## src/rtl/bpfa_pkg.sv

```systemverilog
// Package for the bitmap page frame allocator.
// Holds the request and response payload types, command and error codes, and the
// command and status structs between the controller and the datapath. No dependencies.
package bpfa_pkg;

    // Fixed field widths and limits.
    localparam int PAGE_W     = 15;
    localparam int COUNT_W    = 16;
    localparam int PAGE_LIMIT = 32768;

    // Each summary word holds one full flag per bitmap word.
    localparam int SUM_BITS  = 32;
    localparam int SUM_IDX_W = 5;

    // Shift used by the reciprocal that splits a page number into word and bit.
    localparam int DIV_SHIFT = 22;

    // Command codes.
    localparam logic [1:0] CMD_QUERY     = 2'd0;
    localparam logic [1:0] CMD_ALLOC     = 2'd1;
    localparam logic [1:0] CMD_MARK_USED = 2'd2;
    localparam logic [1:0] CMD_MARK_FREE = 2'd3;

    // Error codes.
    localparam logic [1:0] ERR_OK       = 2'd0;
    localparam logic [1:0] ERR_USED     = 2'd1;
    localparam logic [1:0] ERR_FREE     = 2'd2;
    localparam logic [1:0] ERR_NO_FREE  = 2'd3;

    // Request payload.
    typedef struct packed {
        logic [1:0]        cmd;
        logic [PAGE_W-1:0] page;
    } t_req;

    // Response payload.
    typedef struct packed {
        logic [PAGE_W-1:0]  page_out;
        logic               used_bit;
        logic [1:0]         error;
        logic [COUNT_W-1:0] used_count;
        logic [COUNT_W-1:0] free_count;
    } t_rsp;

    // Step commands from the controller to the datapath.
    typedef struct packed {
        logic clr_step;
        logic latch_req;
        logic div;
        logic split;
        logic rd_word;
        logic eval;
        logic grp;
        logic rd_sum_g;
        logic find_word;
        logic rd_sum_w;
        logic wr_sum;
        logic load_out;
    } t_dp_cmd;

    // Status from the datapath to the controller.
    typedef struct packed {
        logic clr_done;
        logic in_alloc;
        logic in_range;
        logic grp_none;
        logic need_sum;
        logic out_free;
    } t_dp_sts;

endpackage

```

## src/rtl/bpfa_ctrl.sv

```systemverilog
// Controller state machine of the bitmap page frame allocator.
// Sequences the clearing pass and each request through the datapath steps.
// Depends on bpfa_pkg.
module bpfa_ctrl (
    input  logic              i_clk,
    input  logic              i_rst_n,
    input  logic              i_in_valid,
    output logic              o_in_ready,
    input  bpfa_pkg::t_dp_sts i_sts,
    output bpfa_pkg::t_dp_cmd o_cmd
);

    // One-hot state encoding.
    typedef enum logic [11:0] {
        S_CLEAR = 12'b0000_0000_0001,
        S_IDLE  = 12'b0000_0000_0010,
        S_DIV   = 12'b0000_0000_0100,
        S_SPLIT = 12'b0000_0000_1000,
        S_RDW   = 12'b0000_0001_0000,
        S_EVAL  = 12'b0000_0010_0000,
        S_GRP   = 12'b0000_0100_0000,
        S_RDS   = 12'b0000_1000_0000,
        S_FWORD = 12'b0001_0000_0000,
        S_SRD   = 12'b0010_0000_0000,
        S_SWR   = 12'b0100_0000_0000,
        S_DONE  = 12'b1000_0000_0000
    } t_state;

    t_state r_state;
    t_state n_state;

    // State register.
    always_ff @(posedge i_clk) begin
        if (!i_rst_n) begin
            r_state <= S_CLEAR;
        end else begin
            r_state <= n_state;
        end
    end

    // Next state and step commands.
    always_comb begin
        n_state    = r_state;
        o_cmd      = '0;
        o_in_ready = 1'b0;
        case (r_state)
            S_CLEAR: begin
                o_cmd.clr_step = 1'b1;
                if (i_sts.clr_done) begin
                    n_state = S_IDLE;
                end
            end
            S_IDLE: begin
                o_in_ready = 1'b1;
                if (i_in_valid) begin
                    o_cmd.latch_req = 1'b1;
                    n_state = i_sts.in_alloc ? S_GRP : S_DIV;
                end
            end
            S_DIV: begin
                o_cmd.div = 1'b1;
                n_state   = S_SPLIT;
            end
            S_SPLIT: begin
                o_cmd.split = 1'b1;
                n_state     = i_sts.in_range ? S_RDW : S_DONE;
            end
            S_RDW: begin
                o_cmd.rd_word = 1'b1;
                n_state       = S_EVAL;
            end
            S_EVAL: begin
                o_cmd.eval = 1'b1;
                n_state    = i_sts.need_sum ? S_SRD : S_DONE;
            end
            S_GRP: begin
                o_cmd.grp = 1'b1;
                n_state   = i_sts.grp_none ? S_DONE : S_RDS;
            end
            S_RDS: begin
                o_cmd.rd_sum_g = 1'b1;
                n_state        = S_FWORD;
            end
            S_FWORD: begin
                o_cmd.find_word = 1'b1;
                n_state         = S_RDW;
            end
            S_SRD: begin
                o_cmd.rd_sum_w = 1'b1;
                n_state        = S_SWR;
            end
            S_SWR: begin
                o_cmd.wr_sum = 1'b1;
                n_state      = S_DONE;
            end
            S_DONE: begin
                if (i_sts.out_free) begin
                    o_cmd.load_out = 1'b1;
                    n_state        = S_IDLE;
                end
            end
            default: begin
                n_state = S_CLEAR;
            end
        endcase
    end

endmodule

```

## config.mk

```make
export PLATFORM = sky130hd
export DESIGN_NAME = bpfa_ctrl
export DESIGN_NICKNAME = d
export VERILOG_FILES = /design/src/rtl/bpfa_pkg.sv /design/src/rtl/bpfa_ctrl.sv
export SDC_FILE = /design/constraint.sdc
export NUM_CORES = 1
export LEC_CHECK = 0
export BUFFER_PORTS_ARGS = -buffer_cell sky130_fd_sc_hd__buf_2
export CAP_MARGIN = 15
export CORE_MARGIN = 5
export CORE_UTILIZATION = 47
export DETAILED_ROUTE_END_ITERATION = 12
export PLACE_DENSITY = 0.74
export SYNTH_ARGS = -nofsm -noshare
export SYNTH_HDL_FRONTEND = slang
export SYNTH_SLANG_ARGS = --single-unit
```

## constraint.sdc

```tcl
create_clock -name i_clk -period 1.8 [get_ports i_clk]
set_input_delay 0.09 -clock i_clk [delete_from_list [all_inputs] [get_ports i_clk]]
set_output_delay 0.09 -clock i_clk [all_outputs]
set_load 0.05 [all_outputs]
```

## Word-level counts from Yosys, hierarchy flattened

Index checks and enable logic that the tools add are counted.

| cells by class | value |
|---|---|
| add/sub/neg operators | 0 |
| multipliers | 0 |
| div/mod/pow operators | 0 |
| magnitude comparators | 0 |
| eq/ne operators | 15 |
| shift-type cells | 0 |
| muxes and demuxes | 23 |
| bitwise gates (word level) | 0 |
| reduce and logical (&&, ||, !) cells | 1 |

Operator list:

| operator | number |
|---|---|
| $pmux W12 S12 | 1 |
| $mux W12 | 6 |
| $mux W1 | 15 |
| $eq A12 B1 Y1 const B | 1 |
| $eq A12 B10 Y1 const B | 1 |
| $eq A12 B11 Y1 const B | 1 |
| $eq A12 B12 Y1 const B | 1 |
| $eq A12 B2 Y1 const B | 1 |
| $eq A12 B3 Y1 const B | 1 |
| $eq A12 B4 Y1 const B | 1 |
| $eq A12 B5 Y1 const B | 1 |
| $eq A12 B6 Y1 const B | 1 |
| $eq A12 B7 Y1 const B | 1 |
| $eq A12 B8 Y1 const B | 1 |
| $eq A12 B9 Y1 const B | 1 |
| $mux W7 | 1 |
| $ne A2 B2 Y1 const B | 3 |
| $reduce_and A3 Y1 | 1 |

| word-level totals | value |
|---|---|
| bits in registers | 12 |
| bits in latches | 0 |
| RAM bits | 0 |
| ROM bits | 0 |
| output and inout bits | 13 |
| memories kept | 0 |

## Longest topological paths before layout

Gate-level depths: netlist of run 1.

| logic depth | value |
|---|---|
| word-level depth | 3 |
| gate-level depth with buffers | 5 |

## Least setup slack after synthesis of run 1

No wires, ideal clock.

| path | value |
|---|---|
| path type | reg-to-output |
| start point | register r_state[8] |
| end point | output port o_cmd[10] in the netlist's numbering |
| arrival | 2609 ps |
| setup slack | -899 ps |
| cell stages (with the launch flop) | 5 |
| cell sequence | dfxtp_1 > buf_2 > or4_4 > nor4_2 > and2_1 |

RTL lines:

| item | RTL line | text |
|---|---|---|
| start, declared | bpfa_ctrl.sv:29 | `t_state r_state;` |
| start signal, assigned | bpfa_ctrl.sv:37 | `r_state <= n_state;` |
| end, declared | bpfa_ctrl.sv:10 | `output bpfa_pkg::t_dp_cmd o_cmd` |

==> flow_summary.json, run 1 <==
{
  "status": "finished with violations",
  "violations": "setup timing",
  "antennaDiodeCount": 0,
  "synthSimpleGateAreaFrac_pct": 48.2,
  "final_nets": 174,
  "num_io_pins": 22,
  "hp-class": "input port to register",
  "crit_chain": "or4_4, buf_6, buf_4, nor4_4, buf_6",
  "route.antenna.remaining_nets": 0,
  "syn_area_um2": 903,
  "r2r_cells": 7,
  "synth_adder_area_share_pct": 0,
  "hold_viol_final": 0,
  "avgSynthCellArea_um2": 8.14,
  "ys_warn_count": 0,
  "fp.coreArea_mm2": 0.00178,
  "cts_buffers": 3,
  "slowest_delay_ns": 0.57,
  "max_freq_ghz": 0.480,
  "vdd_ir_drop_max_uv": 529,
  "drc_errors": 0,
  "gr-total-overflow": 0,
  "drive_above_1_share_pct": 61.6,
  "total_power_w": 0.000855,
  "firstDrtPassIters": 6,
  "fin_crit_sh_pct": 116,
  "crit_slowest_cell": "or4_4",
  "ys_ff_latch": 12,
  "min_period_ns": 2.08,
  "numClockSinks": 12,
  "pre_cts_ws_ns": 0.0198,
  "setup_ws_ns": -0.283,
  "grt_pass1_vias": 1241,
  "path_clk_slew_ns": 0.10,
  "finClkSkew_ns": 0.0169,
  "largest_registers": "r_state x12",
  "dp_hpwl_mm": 2.13,
  "synth-xor-area-share_pct": 2.91,
  "grt_max_degree": 11,
  "post_drt_wl_per_cell_um": 22.7,
  "cts-root-buf": "clkbuf_4",
  "wl_mm": 4.30,
  "grt_pass1_wl_mm": 5.73,
  "floorplan.initialDensity_pct": 50.7,
  "synth-edff-count": 0,
  "globalplace.congestion": 0.908,
  "end_kind": "output pin",
  "antenna_found_initial": 0,
  "async_reset_ff_share_pct": 0,
  "setup_viol": 15,
  "ys_seq_area_share_pct": 26.6,
  "synth_flop_cell": "dfxtp_1",
  "clk_latency_ns": 0.31,
  "portBuffers": 21,
  "htreeDepth": 1,
  "min_path_cells": 2,
  "required_ns": 1.71,
  "synthDistinctLibCells": 41,
  "cp-start-kind": "register",
  "power_density_mw_per_mm2": 524,
  "path_common_cell": "buf_6",
  "path_max_fanout": 4,
  "syn_inst": 111,
  "die_area_mm2": 0.00290,
  "die_w_um": 53.8,
  "worst_pin_slew_ns": 0.535,
  "num-fill-cells": 59,
  "first_iter_violations": 152,
  "path_class": "register to output pin",
  "multi_input_area_um2": 802,
  "cts_tree": "yes",
  "tns_ns": -2.19,
  "rsz0062_at_grt": "true",
  "synth_mux_area_share_pct": 0,
  "vias": 1302,
  "p_leak_nw": 0.673,
  "slew_viol_final": 0,
  "syn_to_final_growth_pct": 80.5,
  "ctsLongestPathBuffers": 2,
  "synth_nets": 120,
  "slew_headroom_pct": 64.1,
  "grt_usage_pct": 27.9,
  "synth_top_family_by_area": "simple AND/OR/NAND/NOR gates",
  "register_area_um2": 246,
  "rows": 15,
  "top_register": "r_state",
  "cp.arrival_ns": 1.99,
  "dieHeight_um": 53.8,
  "largest_register_ffs": 12,
  "synth-compound-area-share_pct": 15.7,
  "maxCapViolCount": 0,
  "vias_per_cell": 6.89
}
## metal layers
| layer | vias up | GRT usage, % | routed length [µm] |
|---|---|---|---|
| li1 | 533 | - | - |
| met1 | 582 | 29.2 | 1510 |
| met2 | 131 | 50.0 | 1880 |
| met3 | 56 | 7.76 | 535 |
| met4 | 0 | 14.5 | 369 |
| met5 | - | 0 | 0 |
## cells in the mapped netlist, types with 3 or more instances
cell | number | share of area, %
nor2_1 | 15 | 6.2
dfxtp_1 | 12 | 27
nor3_1 | 7 | 3.9
buf_2 | 5 | 2.8
nand2_1 | 5 | 2.1
nand2b_1 | 5 | 3.5
and3_1 | 4 | 2.8
inv_1 | 4 | 1.7
nor3b_1 | 4 | 3.3
a31oi_1 | 3 | 2.1
nand3_1 | 3 | 1.7
nand4_1 | 3 | 2.1
nor4_1 | 3 | 2.1
nor4_4 | 3 | 7.1
## cell type report
| cell class | count | share of cell area, % |
|---|---|---|
| Sequential cell | 12 | 15.1 |
| Multi-Input combinational cell | 87 | 49.2 |
| Clock buffer | 4 | 2.23 |
| Timing Repair Buffer | 57 | 30.4 |
| Inverter | 4 | 1.15 |
| Tap cell | 25 | 1.92 |
## power breakdown
group	internal, W	switching [W]
sequential	0.000274	0.0000107
combinational	0.000143	0.000186
clock	0.000124	0.000117
total	0.000541	0.000314
## through the flow
stage	std cells	instance area (µm²)	hold slack (ns)	utilization [%]
6_report	189	1630	0.0314	91.4
5_1_grt	189	1630	0.0310	91.4
4_1_cts	185	1450	0.0335	81.5
3_5_place_dp	172	1200	0.271	67.5
3_3_place_gp	172	1200	0.267	67.5
2_1_floorplan	111	951	0.166	-
## final timing paths
kind | slack [ns] | endpoint | startpoint
min reg2reg | 0.67 | r_state[10]$_SDFFE_PN0P_ | r_state[9]$_SDFFE_PN0P_
max reg2reg | -0.22 | r_state[1]$_SDFFE_PN0P_ | r_state[4]$_SDFFE_PN0P_
max | -0.28 | o_cmd[0] | r_state[4]$_SDFFE_PN0P_
min | 0.03 | r_state[9]$_SDFFE_PN0P_ | i_sts[1]
## timing repair
action | 4_1_cts | 5_1_grt
endpoints found under the setup margin | 11 | 18
hold buffers | 2 | 0
gates resized for setup | 41 | 30
hold endpoints to repair | 2 | 0
pin swaps | 9 | 9
setup buffers | 7 | 5
## critical path, delay by kind of cell, from the launching register on
family	cells	cell delay, ns
and+or+nand+nor	2	0.82
DFF	1	0.35
buffers and inverters	3	0.51
## cells in the final DEF, fill, tap and decap left out, types with 4 or more instances in the layout
| master | n |
|---|---|
| buf_6 | 10 |
| nand2b_1 | 5 |
| nor4_4 | 4 |
| dfxtp_1 | 7 |
| nor2_1 | 9 |
| buf_8 | 6 |
| buf_4 | 31 |
| dfxtp_2 | 5 |
| nor3_1 | 5 |
| buf_2 | 8 |
| nor3b_1 | 4 |
## logic make-up (layout without fill, tap and decap cells)
logic type | count (synthesis) | count (layout)
XOR/XNOR | 3 | 3
flip-flops | 12 | 12
buffers and inverters | 12 | 65
AO/OA/AOI/OAI | 18 | 18
AND/OR/NAND/NOR | 66 | 66
(Power assumes the default switching activity.)
==> inputs of run 2 (changes only) <==
--- a/config.mk
+++ b/config.mk
@@ -11,6 +11,7 @@
 export CORE_UTILIZATION = 47
 export DETAILED_ROUTE_END_ITERATION = 12
 export PLACE_DENSITY = 0.74
+export SETUP_SLACK_MARGIN = 0.02
 export SYNTH_ARGS = -nofsm -noshare
 export SYNTH_HDL_FRONTEND = slang
 export SYNTH_SLANG_ARGS = --single-unit
==> constraint.sdc (replaced) <==
create_clock -name i_clk -period 1.7 [get_ports i_clk]
set_input_delay 0.085 -clock i_clk [delete_from_list [all_inputs] [get_ports i_clk]]
set_output_delay 0.085 -clock i_clk [all_outputs]
set_load 0.05 [all_outputs]
==> run 2 against run 1 <==
Compared with the run above:
- the run now fails in global routing
- area after synthesis stayed put
- synthesized cell count stayed put
==> flow_summary.json, run 2 <==
{
  "status": "did not finish",
  "haltStage": "global routing",
  "stop_error": "[ERROR DPL-0038] Utilization greater than 100%, impossible to legalize",
  "synth-xor-area-share_pct": 2.91,
  "synthTopCellsByCount": "nor2_1 (15), dfxtp_1 (12), nor3_1 (7)",
  "ys_ff_latch": 12,
  "floorplan.initialDensity_pct": 50.7,
  "portBuffers": 21,
  "synth_area_leaders": "dfxtp_1 (27%), nor4_4 (7.1%), nor2_1 (6.2%), nor3_1 (3.9%), nand2b_1 (3.5%)",
  "synth-edff-count": 0,
  "synth_top_family_by_area": "simple AND/OR/NAND/NOR gates",
  "synth_flop_cell": "dfxtp_1",
  "ctsLongestPathBuffers": 2,
  "cts-root-buf": "clkbuf_4",
  "die_w_um": 53.8,
  "numClockSinks": 12,
  "cts_buffers": 3,
  "grt_max_degree": 11,
  "synthSimpleGateAreaFrac_pct": 48.2,
  "async_reset_ff_share_pct": 0,
  "syn_area_um2": 903,
  "grt-worst-endpoint": "o_cmd[10]",
  "dp_hpwl_mm": 2.12,
  "pre_cts_ws_ns": -0.0810,
  "yosys.area.top_type_share_pct": 26.6,
  "syn_inst": 111,
  "ys_seq_area_share_pct": 26.6,
  "avgSynthCellArea_um2": 8.14,
  "ys_warn_count": 0,
  "htreeDepth": 1,
  "endpoint_type": "top-level output",
  "synth_adder_area_share_pct": 0,
  "num_io_pins": 22,
  "synth-compound-area-share_pct": 15.7,
  "synthDistinctLibCells": 41,
  "dieHeight_um": 53.8,
  "synth_nets": 120,
  "synth_mux_area_share_pct": 0,
  "rows": 15,
  "synth.most_common_cell": "nor2_1",
  "globalplace.congestion": 0.923,
  "yosysTopAreaCell": "dfxtp_1"
}
-- run 2: per-stage QoR --
| step | cells | util (%) | hold WS, ns | instance area [µm²] |
|---|---|---|---|---|
| CTS | 186 | 84.2 | 0.0490 | 1500 |
| detailed placement | 172 | 68.6 | 0.270 | 1220 |
| global placement | 172 | 68.6 | 0.261 | 1220 |
| floorplan | 111 | - | 0.161 | 971 |
-- run 2: cells by family after synthesis --
kind of cell,after synthesis
simple gates,66
compound gates,18
flops,12
buf+inv,12
xor+xnor,3
-- run 2: repair_timing --
item                                    4_1_cts
setup buffers                                 8
resized for setup                            45
hold endpoints to repair                      2
endpoints found under the setup margin       17
pin swaps                                     7
hold buffers                                  2
==> inputs of run 3 (changes only) <==
--- a/config.mk
+++ b/config.mk
@@ -7,11 +7,10 @@
 export LEC_CHECK = 0
 export BUFFER_PORTS_ARGS = -buffer_cell sky130_fd_sc_hd__buf_2
 export CAP_MARGIN = 15
-export CORE_MARGIN = 5
-export CORE_UTILIZATION = 47
+export CORE_AREA = 5 5 66 68
 export DETAILED_ROUTE_END_ITERATION = 12
-export PLACE_DENSITY = 0.74
-export SETUP_SLACK_MARGIN = 0.02
+export DIE_AREA = 0 0 71 73
+export PLACE_DENSITY_LB_ADDON = 0.15
 export SYNTH_ARGS = -nofsm -noshare
 export SYNTH_HDL_FRONTEND = slang
 export SYNTH_SLANG_ARGS = --single-unit
==> constraint.sdc (replaced) <==
create_clock -name i_clk -period 2.21 [get_ports i_clk]
set_input_delay 0.1105 -clock i_clk [delete_from_list [all_inputs] [get_ports i_clk]]
set_output_delay 0.1105 -clock i_clk [all_outputs]
set_load 0.05 [all_outputs]
==> run 3 against run 2 <==
Compared with the run above:
- the run now ends clean
==> flow_summary.json, run 3 (same netlist as run 1, synthesis figures left out) <==
{
  "num_io_pins": 22,
  "crit_family": "simple AND/OR/NAND/NOR gates",
  "cts_buffers": 3,
  "antennaDiodeCount": 0,
  "min_path_cells": 2,
  "antenna_found_initial": 0,
  "vdd_ir_drop_max_uv": 179,
  "fp.coreArea_mm2": 0.00380,
  "grt_pass1_wl_mm": 4.40,
  "layout_commonest_cell": "buf_2",
  "route.antenna.remaining_nets": 0,
  "min_period_ns": 2.12,
  "end_kind": "output pin",
  "cts_tree": "yes",
  "syn_to_final_growth_pct": 26.6,
  "rsz0062_at_grt": "false",
  "r2r-start": "r_state[9]$_SDFFE_PN0P_",
  "first_iter_violations": 39,
  "drc_errors": 0,
  "cp.arrival_ns": 2.01,
  "crit_slowest_cell": "or4_4",
  "slew_headroom_pct": 59.9,
  "slew_viol_final": 0,
  "cts-root-buf": "clkbuf_8",
  "dp_hpwl_mm": 2.06,
  "timing.rr.end": "r_state[11]$_SDFFE_PN0P_",
  "floorplan.initialDensity_pct": 23.8,
  "cp-start-kind": "register",
  "die_w_um": 71,
  "final_cell_mix": "buf_2 (20), nor2_1 (15), dfxtp_1 (12)",
  "wl_mm": 2.63,
  "total_power_w": 0.000640,
  "final_nets": 143,
  "post_drt_wl_per_cell_um": 14.4,
  "dieHeight_um": 73,
  "vias": 911,
  "largest_register_ffs": 12,
  "globalplace.congestion": 0.807,
  "grt_usage_pct": 10.9,
  "clk_latency_ns": 0.25,
  "path_clk_slew_ns": 0.06,
  "grt_max_degree": 12,
  "top_register": "r_state",
  "ctsLongestPathBuffers": 2,
  "vias_per_cell": 4.98,
  "crit_chain": "or4_4, nor4_4, and2_1, clkbuf_4",
  "hold_viol_final": 0,
  "portBuffers": 21,
  "r2r_cells": 4,
  "finClkSkew_ns": 0.00229,
  "path_max_fanout": 9,
  "fin_area_mm2": 0.00114,
  "max_freq_ghz": 0.473,
  "gr-total-overflow": 0,
  "die_area_mm2": 0.00518,
  "tns_ns": 0,
  "numClockSinks": 12,
  "holdPathEnd": "r_state[2]$_SDFFE_PN0P_",
  "largest_registers": "r_state x12",
  "fin_crit_sh_pct": 95.7,
  "hp-class": "input port to register",
  "maxCapViolCount": 0,
  "hp-start": "i_sts[4]",
  "status": "finished clean",
  "post-cts-setup-buffer-count": 0,
  "worst_pin_slew_ns": 0.596,
  "critPathBufInv": 1,
  "num-fill-cells": 435,
  "firstDrtPassIters": 4,
  "path_class": "register to output pin",
  "post_dp_cell_area_mm2": 0.00108,
  "grt_pass1_vias": 859,
  "setup_viol": 0,
  "whs_ns": 0.0311,
  "rrSetupSlack_ns": 0.39,
  "rows": 23,
  "required_ns": 2.10,
  "slowest_delay_ns": 0.66,
  "drive_above_1_share_pct": 33.8,
  "p_leak_nw": 0.492,
  "htreeDepth": 1,
  "power_density_mw_per_mm2": 560
}
-- run 3: metrics by stage --
stage	cells	setup WS (ns)	util, %
CTS	183	0.0349	29.8
global route	183	0.00754	30.1
detailed placement	179	0.308	28.4
floorplan	111	-0.156	-
finish	183	0.0941	30.1
global placement	179	0.323	28.4
-- run 3: final cells by class --
| type | instances | area (µm²) | share of cell area [%] |
|---|---|---|---|
| Timing Repair Buffer | 26 | 145 | 12.7 |
| Tap cell | 50 | 62.6 | 5.47 |
| Sequential cell | 12 | 240 | 21.0 |
| Clock buffer | 4 | 55.1 | 4.81 |
| Inverter | 4 | 15.0 | 1.31 |
| Multi-Input combinational cell | 87 | 626 | 54.7 |
-- run 3: worst max-delay path by stage --
stage / to / slack (ns) / start / cells after the start
6_report: o_cmd[10] / 0.09 / r_state[9]$_SDFFE_PN0P_ / 4
5_1_grt: o_cmd[10] / 0.008 / r_state[9]$_SDFFE_PN0P_ / 4
4_1_cts: o_cmd[10] / 0.03 / r_state[4]$_SDFFE_PN0P_ / 5
3_5_place_dp: o_cmd[10] / 0.31 / r_state[4]$_SDFFE_PN0P_ / 5
3_3_place_gp: o_cmd[10] / 0.32 / r_state[4]$_SDFFE_PN0P_ / 5
2_1_floorplan: o_cmd[10] / -0.16 / r_state[8]$_SDFFE_PN0P_ / 4
-- run 3: what timing repair did --
| action | in CTS | in global routing |
|---|---|---|
| gates resized for setup | 0 | 3 |
| hold buffers | 0 | 0 |
| endpoints found under the setup margin | 0 | 4 |
-- run 3: where the power goes --
part           internal (W)  switching, W  leakage (nW)
Clock              0.000158     0.0000979        0.0288
Sequential         0.000223    0.00000958        0.0971
Combinational     0.0000584     0.0000936         0.366
Total              0.000439      0.000201         0.492
-- run 3: metal layers --
layer | GRT usage [%] | up-vias | wire, µm
met5 | 0 | - | 0
met4 | 5.01 | 0 | 51
met3 | 2.07 | 4 | 89
met2 | 16.7 | 19 | 1250
met1 | 14.7 | 429 | 1230
li1 | - | 459 | -
-- run 3: worst reg2reg max path, stage by stage (launching register included) --
cell     delay (ns)
dfxtp_1        0.40
or4_4          0.66
nor4_4         0.35
a22oi_1        0.15
a32oi_1        0.18
